**src/design/speq_pkg.sv**
```systemverilog
package speq_pkg;

   localparam int TIME_W = 31;
   localparam int KIND_W = 8;
   localparam int JOB_W  = 16;

   typedef enum logic {
      CMD_PUSH = 1'b0,
      CMD_POP  = 1'b1
   } cmd_type;

   typedef enum logic [1:0] {
      ST_OK    = 2'd0,
      ST_FULL  = 2'd1,
      ST_EMPTY = 2'd2
   } status_type;

   typedef struct packed {
      logic [TIME_W-1:0] event_time;
      logic [KIND_W-1:0] event_kind;
      logic [JOB_W-1:0]  job_number;
   } entry_type;

   // broadcast to every cell in the row
   typedef struct packed {
      logic      push;
      logic      pop;
      entry_type new_entry;
   } cell_ctrl_type;

endpackage

```
**src/design/speq_if.sv**
```systemverilog
interface speq_req_if;
   import speq_pkg::*;
   logic              valid;
   logic              ready;
   logic              cmd;
   logic [TIME_W-1:0] event_time;
   logic [KIND_W-1:0] event_kind;
   logic [JOB_W-1:0]  job_number;

   modport source (output valid, cmd, event_time, event_kind, job_number, input ready);
   modport sink   (input valid, cmd, event_time, event_kind, job_number, output ready);
endinterface

interface speq_rsp_if #(
   parameter int COUNT_W = 5
);
   import speq_pkg::*;
   logic               valid;
   logic               ready;
   logic [1:0]         status;
   logic [TIME_W-1:0]  popped_time;
   logic [KIND_W-1:0]  popped_kind;
   logic [JOB_W-1:0]   popped_job;
   logic [TIME_W-1:0]  head_time;
   logic [KIND_W-1:0]  head_kind;
   logic [JOB_W-1:0]   head_job;
   logic               is_empty;
   logic [COUNT_W-1:0] entry_count;

   modport source (output valid, status, popped_time, popped_kind, popped_job,
                   head_time, head_kind, head_job, is_empty, entry_count,
                   input ready);
   modport sink   (input valid, status, popped_time, popped_kind, popped_job,
                   head_time, head_kind, head_job, is_empty, entry_count,
                   output ready);
endinterface

```
**src/design/speq_cell.sv**
```systemverilog
module speq_cell (
   input  logic                    clock,
   input  speq_pkg::cell_ctrl_type ctrl,
   input  logic                    occupied,
   input  logic                    prev_keep,
   input  speq_pkg::entry_type     prev_entry,
   input  speq_pkg::entry_type     next_entry,
   output logic                    keep,
   output speq_pkg::entry_type     entry_ff,
   output speq_pkg::entry_type     entry_in
);
   import speq_pkg::*;

   // held entry stays in place when it is not later than the new key
   assign keep = occupied && (entry_ff.event_time <= ctrl.new_entry.event_time);

   always_comb begin
      entry_in = entry_ff;
      if (ctrl.push) begin
         if (!keep) begin
            // first cell past the insertion point takes the new word
            entry_in = prev_keep ? ctrl.new_entry : prev_entry;
         end
      end else if (ctrl.pop) begin
         entry_in = next_entry;
      end
   end

   always_ff @(posedge clock) begin
      entry_ff <= entry_in;
   end

endmodule

```
**src/design/sorted_event_priority_queue.sv**
```systemverilog
// channel | dir | handshake   | word
// req     | in  | valid/ready | cmd, event_time, event_kind, job_number
// rsp     | out | valid/ready | status, popped_*, head_*, is_empty, entry_count
//
// one word per cycle while req.ready is high: every cell compares its key
// with the pushed key and shifts or holds in the same cycle, and the
// response appears in the output register on the next cycle.
// reset clears the count and the output valid; cell contents are not cleared.
// req.ready is low only while a response is held and rsp.ready is low.
module sorted_event_priority_queue #(
   parameter int DEPTH = 16
) (
   input  logic           clock,
   input  logic           reset,
   speq_req_if.sink       req,
   speq_rsp_if.source     rsp
);
   import speq_pkg::*;

   localparam int CntW = $clog2(DEPTH + 1);

   logic [CntW-1:0] count_ff, count_in;
   logic            fire, push_ok, pop_ok, is_full, is_pop;
   cell_ctrl_type   ctrl;
   entry_type       cell_q  [DEPTH];
   entry_type       cell_d  [DEPTH];
   logic [DEPTH-1:0] keep;
   logic [DEPTH-1:0] occ;

   logic            rsp_valid_ff, rsp_valid_in;
   status_type      rsp_status_ff, rsp_status_in;
   entry_type       rsp_popped_ff, rsp_popped_in;
   entry_type       rsp_head_ff, rsp_head_in;
   logic            rsp_empty_ff, rsp_empty_in;
   logic [CntW-1:0] rsp_count_ff;

   assign req.ready = !rsp_valid_ff || rsp.ready;
   assign fire      = req.valid && req.ready;
   assign is_pop    = (cmd_type'(req.cmd) == CMD_POP);
   assign is_full   = (count_ff == CntW'(DEPTH));
   assign push_ok   = fire && !is_pop && !is_full;
   assign pop_ok    = fire && is_pop && (count_ff != '0);

   assign ctrl.push                 = push_ok;
   assign ctrl.pop                  = pop_ok;
   assign ctrl.new_entry.event_time = req.event_time;
   assign ctrl.new_entry.event_kind = req.event_kind;
   assign ctrl.new_entry.job_number = req.job_number;

   for (genvar i = 0; i < DEPTH; i++) begin : g_cell
      assign occ[i] = (CntW'(i) < count_ff);
      speq_cell cell_i (
         .clock      (clock),
         .ctrl       (ctrl),
         .occupied   (occ[i]),
         .prev_keep  ((i == 0) ? 1'b1 : keep[(i == 0) ? 0 : i - 1]),
         .prev_entry (cell_q[(i == 0) ? 0 : i - 1]),
         .next_entry (cell_q[(i == DEPTH - 1) ? i : i + 1]),
         .keep       (keep[i]),
         .entry_ff   (cell_q[i]),
         .entry_in   (cell_d[i])
      );
   end

   always_comb begin
      count_in = count_ff;
      if (push_ok) begin
         count_in = count_ff + 1'b1;
      end else if (pop_ok) begin
         count_in = count_ff - 1'b1;
      end
   end

   always_comb begin
      rsp_status_in = ST_OK;
      if (fire && !is_pop && is_full) begin
         rsp_status_in = ST_FULL;
      end else if (fire && is_pop && (count_ff == '0)) begin
         rsp_status_in = ST_EMPTY;
      end
      rsp_popped_in = pop_ok ? cell_q[0] : '0;
      rsp_empty_in  = (count_in == '0);
      rsp_head_in   = rsp_empty_in ? '0 : cell_d[0];
      rsp_valid_in  = fire ? 1'b1 : (rsp_valid_ff && !rsp.ready);
   end

   always_ff @(posedge clock) begin
      if (reset) begin
         count_ff     <= '0;
         rsp_valid_ff <= 1'b0;
      end else begin
         count_ff     <= count_in;
         rsp_valid_ff <= rsp_valid_in;
      end
   end

   always_ff @(posedge clock) begin
      if (fire) begin
         rsp_status_ff <= rsp_status_in;
         rsp_popped_ff <= rsp_popped_in;
         rsp_head_ff   <= rsp_head_in;
         rsp_empty_ff  <= rsp_empty_in;
         rsp_count_ff  <= count_in;
      end
   end

   assign rsp.valid       = rsp_valid_ff;
   assign rsp.status      = rsp_status_ff;
   assign rsp.popped_time = rsp_popped_ff.event_time;
   assign rsp.popped_kind = rsp_popped_ff.event_kind;
   assign rsp.popped_job  = rsp_popped_ff.job_number;
   assign rsp.head_time   = rsp_head_ff.event_time;
   assign rsp.head_kind   = rsp_head_ff.event_kind;
   assign rsp.head_job    = rsp_head_ff.job_number;
   assign rsp.is_empty    = rsp_empty_ff;
   assign rsp.entry_count = rsp_count_ff;

endmodule

```
**src/flat_wrapper.sv**
```systemverilog
// flat-port wrapper written by rule: the top's interface ports become plain ports
module sorted_event_priority_queue_flat import speq_pkg::*;
#(
   parameter int DEPTH = 16
)
  (clock, reset, req_valid, req_cmd, req_event_time, req_event_kind, req_job_number, req_ready, rsp_valid, rsp_status, rsp_popped_time, rsp_popped_kind, rsp_popped_job, rsp_head_time, rsp_head_kind, rsp_head_job, rsp_is_empty, rsp_entry_count, rsp_ready);
  speq_req_if req_i ();
  speq_rsp_if #(.COUNT_W(($clog2(DEPTH + 1)))) rsp_i ();
  input  logic clock;
  input  logic reset;
  input wire logic [$bits(req_i.valid)-1:0] req_valid;
  input wire logic [$bits(req_i.cmd)-1:0] req_cmd;
  input wire logic [$bits(req_i.event_time)-1:0] req_event_time;
  input wire logic [$bits(req_i.event_kind)-1:0] req_event_kind;
  input wire logic [$bits(req_i.job_number)-1:0] req_job_number;
  output wire logic [$bits(req_i.ready)-1:0] req_ready;
  output wire logic [$bits(rsp_i.valid)-1:0] rsp_valid;
  output wire logic [$bits(rsp_i.status)-1:0] rsp_status;
  output wire logic [$bits(rsp_i.popped_time)-1:0] rsp_popped_time;
  output wire logic [$bits(rsp_i.popped_kind)-1:0] rsp_popped_kind;
  output wire logic [$bits(rsp_i.popped_job)-1:0] rsp_popped_job;
  output wire logic [$bits(rsp_i.head_time)-1:0] rsp_head_time;
  output wire logic [$bits(rsp_i.head_kind)-1:0] rsp_head_kind;
  output wire logic [$bits(rsp_i.head_job)-1:0] rsp_head_job;
  output wire logic [$bits(rsp_i.is_empty)-1:0] rsp_is_empty;
  output wire logic [$bits(rsp_i.entry_count)-1:0] rsp_entry_count;
  input wire logic [$bits(rsp_i.ready)-1:0] rsp_ready;
  assign req_i.valid = req_valid;
  assign req_i.cmd = req_cmd;
  assign req_i.event_time = req_event_time;
  assign req_i.event_kind = req_event_kind;
  assign req_i.job_number = req_job_number;
  assign req_ready = req_i.ready;
  assign rsp_valid = rsp_i.valid;
  assign rsp_status = rsp_i.status;
  assign rsp_popped_time = rsp_i.popped_time;
  assign rsp_popped_kind = rsp_i.popped_kind;
  assign rsp_popped_job = rsp_i.popped_job;
  assign rsp_head_time = rsp_i.head_time;
  assign rsp_head_kind = rsp_i.head_kind;
  assign rsp_head_job = rsp_i.head_job;
  assign rsp_is_empty = rsp_i.is_empty;
  assign rsp_entry_count = rsp_i.entry_count;
  assign rsp_i.ready = rsp_ready;
  sorted_event_priority_queue #(.DEPTH(DEPTH)) u_core (.clock(clock), .reset(reset), .req(req_i), .rsp(rsp_i));
endmodule
```
**config.mk**
```make
export PLATFORM = sky130hd
export DESIGN_NAME = sorted_event_priority_queue_flat
export DESIGN_NICKNAME = d
export VERILOG_FILES = /design/src/design/speq_pkg.sv /design/src/design/speq_if.sv /design/src/design/speq_cell.sv /design/src/design/sorted_event_priority_queue.sv /design/src/flat_wrapper.sv
export SDC_FILE = /design/constraint.sdc
export NUM_CORES = 2
export LEC_CHECK = 0
export BUFFER_PORTS_ARGS = -buffer_cell sky130_fd_sc_hd__buf_4
export CAP_MARGIN = 20
export CORE_ASPECT_RATIO = 1.25
export CORE_MARGIN = 4
export CORE_UTILIZATION = 40
export CTS_CLUSTER_DIAMETER = 200
export DETAILED_ROUTE_END_ITERATION = 16
export PLACE_DENSITY_LB_ADDON = 0.08
export SYNTH_ARGS = -nofsm -noshare
export SYNTH_HDL_FRONTEND = slang
export SYNTH_SLANG_ARGS = --single-unit
export TNS_END_PERCENT = 10
```
**constraint.sdc**
```tcl
create_clock -name clock -period 12.05 [get_ports clock]
set_clock_uncertainty 0.15 [all_clocks]
set_input_delay 2.41 -clock clock [delete_from_list [all_inputs] [get_ports clock]]
set_output_delay 2.41 -clock clock [all_outputs]
set_load 0.02 [all_outputs]
```
**Yosys cells after proc, flatten, opt, wreduce, memory -nomap -nowiden**

Cells that the tools add are included.

- Memories: 0
- Memory bits (read-only): 0
- Logic and storage cells: 221
- Latch bits: 0
- Memory bits (writable): 0
- Register bits: 1004
- Output and inout port bits: 120
- Bits of input ports: 60

- Div/mod/pow operators: 0
- Add/sub/neg operators: 2
- Order comparisons: 32
- Reductions and logical operators: 48
- Shift-type cells: 0
- Bitwise operators: 1
- Muxes and demuxes: 64
- $mul: 0
- Equality and inequality tests: 15

Operators with widths:

| operator | number |
|---|---|
| two-way mux 55 bit | 60 |
| <= comparator 31 bit | 16 |
| < comparator 4 x 5 -> 1 bit, first input constant | 8 |
| AND reduction 2 bit | 15 |
| inequality test 2 bit, second input constant | 14 |
| logical AND 1 bit | 24 |
| < comparator 3 x 5 -> 1 bit, first input constant | 4 |
| logical NOT 5 bit | 2 |
| < comparator 1 x 5 -> 1 bit, first input constant | 2 |
| < comparator 2 x 5 -> 1 bit, first input constant | 2 |
| two-way mux 5 bit | 2 |
| adder 5 x 1 -> 5 bit, second input constant | 1 |
| equality test 5 bit, second input constant | 1 |
| nonzero test 5 bit | 1 |
| subtractor 5 x 1 -> 5 bit, second input constant | 1 |
| logical NOT 1 bit | 4 |
| two-way mux 2 bit | 1 |
| nonzero test 2 bit | 1 |
| logical OR 1 bit | 1 |
| two-way mux 1 bit | 1 |
| NOT 1 bit | 1 |

**Logic depth before layout (Yosys ltp)**

- Depth after elaboration: 8
- Depth in mapped cells: 15

**Hierarchy**

Synthesis repeated with hierarchy kept, for this count alone.

- Cell total of the unflattened synthesis: 8717
- Area, all modules: 79153.4 um^2

Modules (own cells, without submodules):

| module | cells each | area an instance (um^2) | instances | sequential area each (um^2) |
|---|---|---|---|---|
| speq_cell at u_core.g_cell[0].cell_i ... | 540 | 4848.4 | 11 | 1101.1 |
| speq_cell at u_core.g_cell[5].cell_i ... | 486 | 4132.7 | 5 | 1101.1 |
| sorted_event_priority_queue | 347 | 5157.4 | 1 | 3663.5 |

**Least setup slack after synthesis**

No wires, ideal clock.

- Path type: input -> register
- Start point: in req_event_time[21]
- End point: reg u_core.g_cell[14].cell_i.entry_ff[0] (netlist bit) (enable)
- Required time: 11.356 ns
- Buffers on the path: 4
- Arrival: 8.763 ns
- Stages: 14
- Path slack: 2.593 ns
- Library setup time: 0.544 ns
- Cell sequence: clkbuf_1 > clkbuf_1 > inv_1 > ha_1 > nand4_1 > or2_2 > nor3_1 > o21ai_0 > o211ai_1 > a21o_1 > a21oi_1 > buf_2 > buf_2 > o21ai_0

- Word-level cells in the longest chain between the ends: 4

RTL lines:

| item | RTL line | source |
|---|---|---|
| start, declared | flat_wrapper.sv:13 | `input wire logic [$bits(req_i.event_time)-1:0] req_event_time;` |
| <= comparator 31 bit | speq_cell.sv:15 | `assign keep = occupied && (entry_ff.event_time <= ctrl.new_entry.event_time);` |
| logical AND 1 bit | speq_cell.sv:15 |  |
| inequality test 2 bit (no line) | - |  |
| AND reduction 2 bit (no line) | - |  |
| end signal, assigned | speq_cell.sv:30 | `entry_ff <= entry_in;` |
| end, declared | speq_cell.sv:9 | `output speq_pkg::entry_type entry_ff,` |

No other way between the ends.
A chain may end at the register's enable or synchronous reset.

**Worst setup path after layout**

- Start point: in req_event_time[29]
- End point: reg u_core.g_cell[6].cell_i.entry_ff[48] (netlist bit) (enable)

- Word-level cells in the longest chain between the ends: 4

RTL lines:

| item | RTL line |
|---|---|
| <= comparator 31 bit | speq_cell.sv:15 |
| logical AND 1 bit | speq_cell.sv:15 |
| inequality test 2 bit (no line) | - |
| AND reduction 2 bit (no line) | - |
| end signal, assigned | speq_cell.sv:30 |
| end, declared | speq_cell.sv:9 |

No other way between the ends.

==> results.txt <==
----------------------------------------------------
[Floorplan]
  Die extent in y ... 441 µm
  Area of the core ... between 100000 and 150000 µm²
  Io pins ... between 150 and 200
  Die width ... 354 µm
  Standard-cell rows ... approximately 160
  Starting density of the core ... 40.3%
  Full die area ... roughly 160000 µm²

[Setup path]
  Kind of start point of the critical path ... input pin
  Critical Setup Path Class ... in -> reg
  Worst EP required ... 12.32 ns
  Signal arrival time at the worst endpoint ... about 7.3 ns
  Nature of the critical path endpoint ... flop
  Critical-path maximum fanout ... 31

[Synthesis]
  Number of instances in the synthesized netlist ... 5445
  Main synth FF type ... edfxtp_1
  Part of the Yosys area used for sequential elements ... between 40% and 50%
  Yosys top cell area share ... between 40% and 50%
  Number of flip-flops and latches in the synthesized netlist ... approximately 1000
  Netlist Area Pre-Place ... approximately 60000 µm²
  Cell taking the most area after synthesis ... edfxtp_1
  Number of enable flip-flop cells after synthesis ... approximately 940
  Post-synthesis net count ... 6004
  Ys Warns ... 0
  Count of distinct cell types in the synthesized netlist ... 69
  Area contributors post-synth ... edfxtp_1, mux2i_1, ha_1
  Synth Area per Inst ... between 10 and 15 µm²
  Fraction of registers with async set/reset ... 0%

[Drt]
  Via Count ... 42850
  Remaining DRCs ... 0
  Post-Route WL ... around 200000 µm
  Drt initial violations ... 3343
  Per-cell via count in the routed design ... between 5 and 6
  Wire length per cell after detailed routing ... ~27 µm
  First-pass DRT Iterations ... 6
  Number of routed nets with antenna violations ... 0

[Clock network]
  Clock-pin transition on the worst setup and hold timing paths ... about 0.07 ns
  Source-to-sink clock delay at the later pin of the worst-skew pair ... 0.76 ns
  H-tree Lvls ... 3
  Clock buffer depth ... 3
  Clock tree from TritonCTS ... done
  Post-cts resize count ... 0
  Sink Count ... approximately 1000
  Number of post-CTS setup repair buffers ... 0
  Number of buffers created by CTS ... 112
  Number of buffers inserted by hold repair at cts ... 0
  CTS Root Buffer Type ... clkbuf_16

[Timing]
  Worst max-slew margin expressed relative to the limit ... 20.6%
  Unrepaired setup endpoints after global routing ... no
  Final setup violating endpoints ... 0
  Post-Route Setup TNS ... 0 ns
  Worst-case hold slack ... 0.370 ns
  Max-slew violation count ... 0
  Fin crit period ... 7.05 ns
  Achievable frequency ... 0.142 GHz
  Number of hold violations in the final report ... 0
  Measured slew at the worst slew-check pin ... approximately 1.2 ns
  Tcrit/Tclk final ... between 50% and 60%

[Place]
  I/O Buffers ... approximately 180
  Detailed Place HPWL ... 137000 µm
  Global placer's final weighted congestion ... about 0.89

[Power and ir drop]
  Switching part of the total power ... 32.8%
  Share of power burned in the clock network ... about 32%
  VDD IR-drop max ... between 0.1 and 0.15 mV
  Seq pwr share ... 43.9%
  Pleak ... 28.7 nW
  Power share of the combinational group ... a little under a quarter
  Pwr dens ... around 170 nW/µm²
  Internal power contribution ... 0.00758 W
  Switching power of the nets ... about 0.0037 W

[Global routing]
  Number of antenna violations at the first check in global routing ... 3
  Remaining global-route overflow ... 0
  First-pass GRT wire length ... 298000 µm
  Pin count of the biggest net entering global routing ... 235
  Total Routing Usage GR ... about 26%
  Number of global-route vias before repair ... between 40000 and 50000

[Final layout]
  Share of layout cells above drive strength 1 ... 9.89%
  Most frequent standard cell in the layout excluding fill and tap cells ... edfxtp_1
  Leading cell types in the layout, fill and taps excluded ... edfxtp_1, nand2_1, mux2i_1
  Area delta synth->final ... 11.3%
  Number of nets in the layout ... about 6000

[Hold path]
  Type of the most critical hold path ... reg -> reg

[Run]
  Maxcap violations ... 0

[Status]
  Result of the run ... finished, final reports clean

----------------------------------------------------
-- stage by stage --
| stage | worst slack [ns] | power (W) | instances | cell area [µm²] | utilization, % |
|---|---|---|---|---|---|
| 2_1_floorplan | 2.59 | 0.00663 | 5445 | 59900 | - |
| 3_3_place_gp | 4.20 | 0.00770 | 7322 | 62800 | 42.3 |
| 3_5_place_dp | 4.18 | 0.00774 | 7325 | 62800 | 42.3 |
| 4_1_cts | 5.00 | 0.0114 | 7531 | 66600 | 44.9 |
| 5_1_grt | 4.90 | 0.0118 | 7531 | 66600 | 44.9 |
| 6_report | 5.00 | 0.0113 | 7532 | 66600 | 44.9 |
-- synth_stat cells, types with 3 or more instances --
library cell and n:
nor2b_1 78, and2_1 57, a221o_1 7, o311ai_0 3, edfxtp_1 943, mux2i_1 824, a21o_1 98, o21bai_1 3
a22oi_1 56, nand4_1 78, nor3_1 19, o211ai_1 8, buf_4 42, buf_2 67, nor2_1 60, o22ai_1 3
mux2_2 55, o21ai_1 238, or2_2 3, nand2_1 886, a2111oi_0 7, o31ai_1 6, clkbuf_1 242, nor4b_1 3
ha_1 499, a211oi_1 27, dfxtp_1 61, buf_1 9, o21a_1 9, o2111ai_1 3, a21boi_0 3, nor4_1 13
o31a_1 5, buf_6 30, a211o_1 6, nand3_1 51, inv_1 68, and3_1 4, o21ai_0 667, a221oi_1 8
a21oi_1 150, and4_1 11
-- final timing paths --
path,from,to,slack (ns),depth (start not counted)
hold / removal,u_core.g_cell[15].cell_i.entry_ff[16],u_core.g_cell[14].cell_i.entry_ff[16],0.37,2
hold reg to reg,u_core.g_cell[15].cell_i.entry_ff[16],u_core.g_cell[14].cell_i.entry_ff[16],0.37,2
setup / recovery,req_event_time[29],u_core.g_cell[6].cell_i.entry_ff[48],5.00,11
setup reg to reg,u_core.g_cell[6].cell_i.entry_ff[50],u_core.g_cell[6].cell_i.entry_ff[48],6.85,10
-- critical path, cell delays in order --
cell and delay, ns:
buf_4 0.18, inv_1 0.56, ha_1 0.37, a21o_1 0.18
a221oi_2 0.90, o2111ai_1 0.55, o21ai_0 0.44, nand2_4 0.43
nand2_1 0.28, nand2_4 0.44, buf_4 0.49
-- cell type report --
class | instances | area [µm²]
repair buffers | 270 | 2070
multi-input cells | 3981 | 28500
well taps | 2000 | 2500
fillers | 14005 | 81800
diodes | 1 | 2.50
clock buffers | 161 | 3200
flip-flops and latches | 1004 | 29500
inverters | 70 | 268
clock inverters | 45 | 606
-- flip-flops by register name, indices dropped and copies added (netlist names) --
register / count
u_core.rsp.is_empty: 1
u_core.count_ff: 5
u_core.rsp.popped_time: 31
u_core.g_cell.cell_i.entry_ff: 880
u_core.rsp.head_job: 16
u_core.rsp.valid: 1
u_core.rsp.popped_kind: 8
u_core.rsp.head_kind: 8
u_core.rsp.status: 2
u_core.rsp.popped_job: 16
u_core.rsp.entry_count: 5
u_core.rsp.head_time: 31
-- routing by layer --
| layer | GRT usage (%) | part of all wire, % | up-vias | wire length, µm |
|---|---|---|---|---|
| met1 | 31.5 | 41 | 21295 | 84100 |
| met3 | 3.07 | 4.1 | 295 | 8400 |
| met2 | 45.1 | 50 | 1012 | 101000 |
| met4 | 10.9 | 4.6 | 0 | 9340 |
| li1 | - | - | 20248 | - |
| met5 | 0 | 0 | - | 0 |
-- power by group through the flow --
stage | Sequential (W) | Combinational (W) | Clock (W)
after floorplan | 0.00489 | 0.00173 | 0
after global placement | 0.00502 | 0.00268 | 0
after detailed placement | 0.00502 | 0.00272 | 0
after CTS | 0.00495 | 0.00273 | 0.00370
after global routing | 0.00500 | 0.00299 | 0.00385
final | 0.00495 | 0.00271 | 0.00362
-- kinds of logic after synthesis --
family,after synthesis,synth area share [%]
flip-flops,1004,49.3
AND/OR/NAND/NOR,1276,9.35
buffers and inverters,460,3.66
multiplexers,879,14.8
XOR/XNOR,3,0.0439
adder cells (fa/ha/maj),499,10.4
AO/OA/AOI/OAI,1324,12.4
Power figures use the tool's default switching activity.
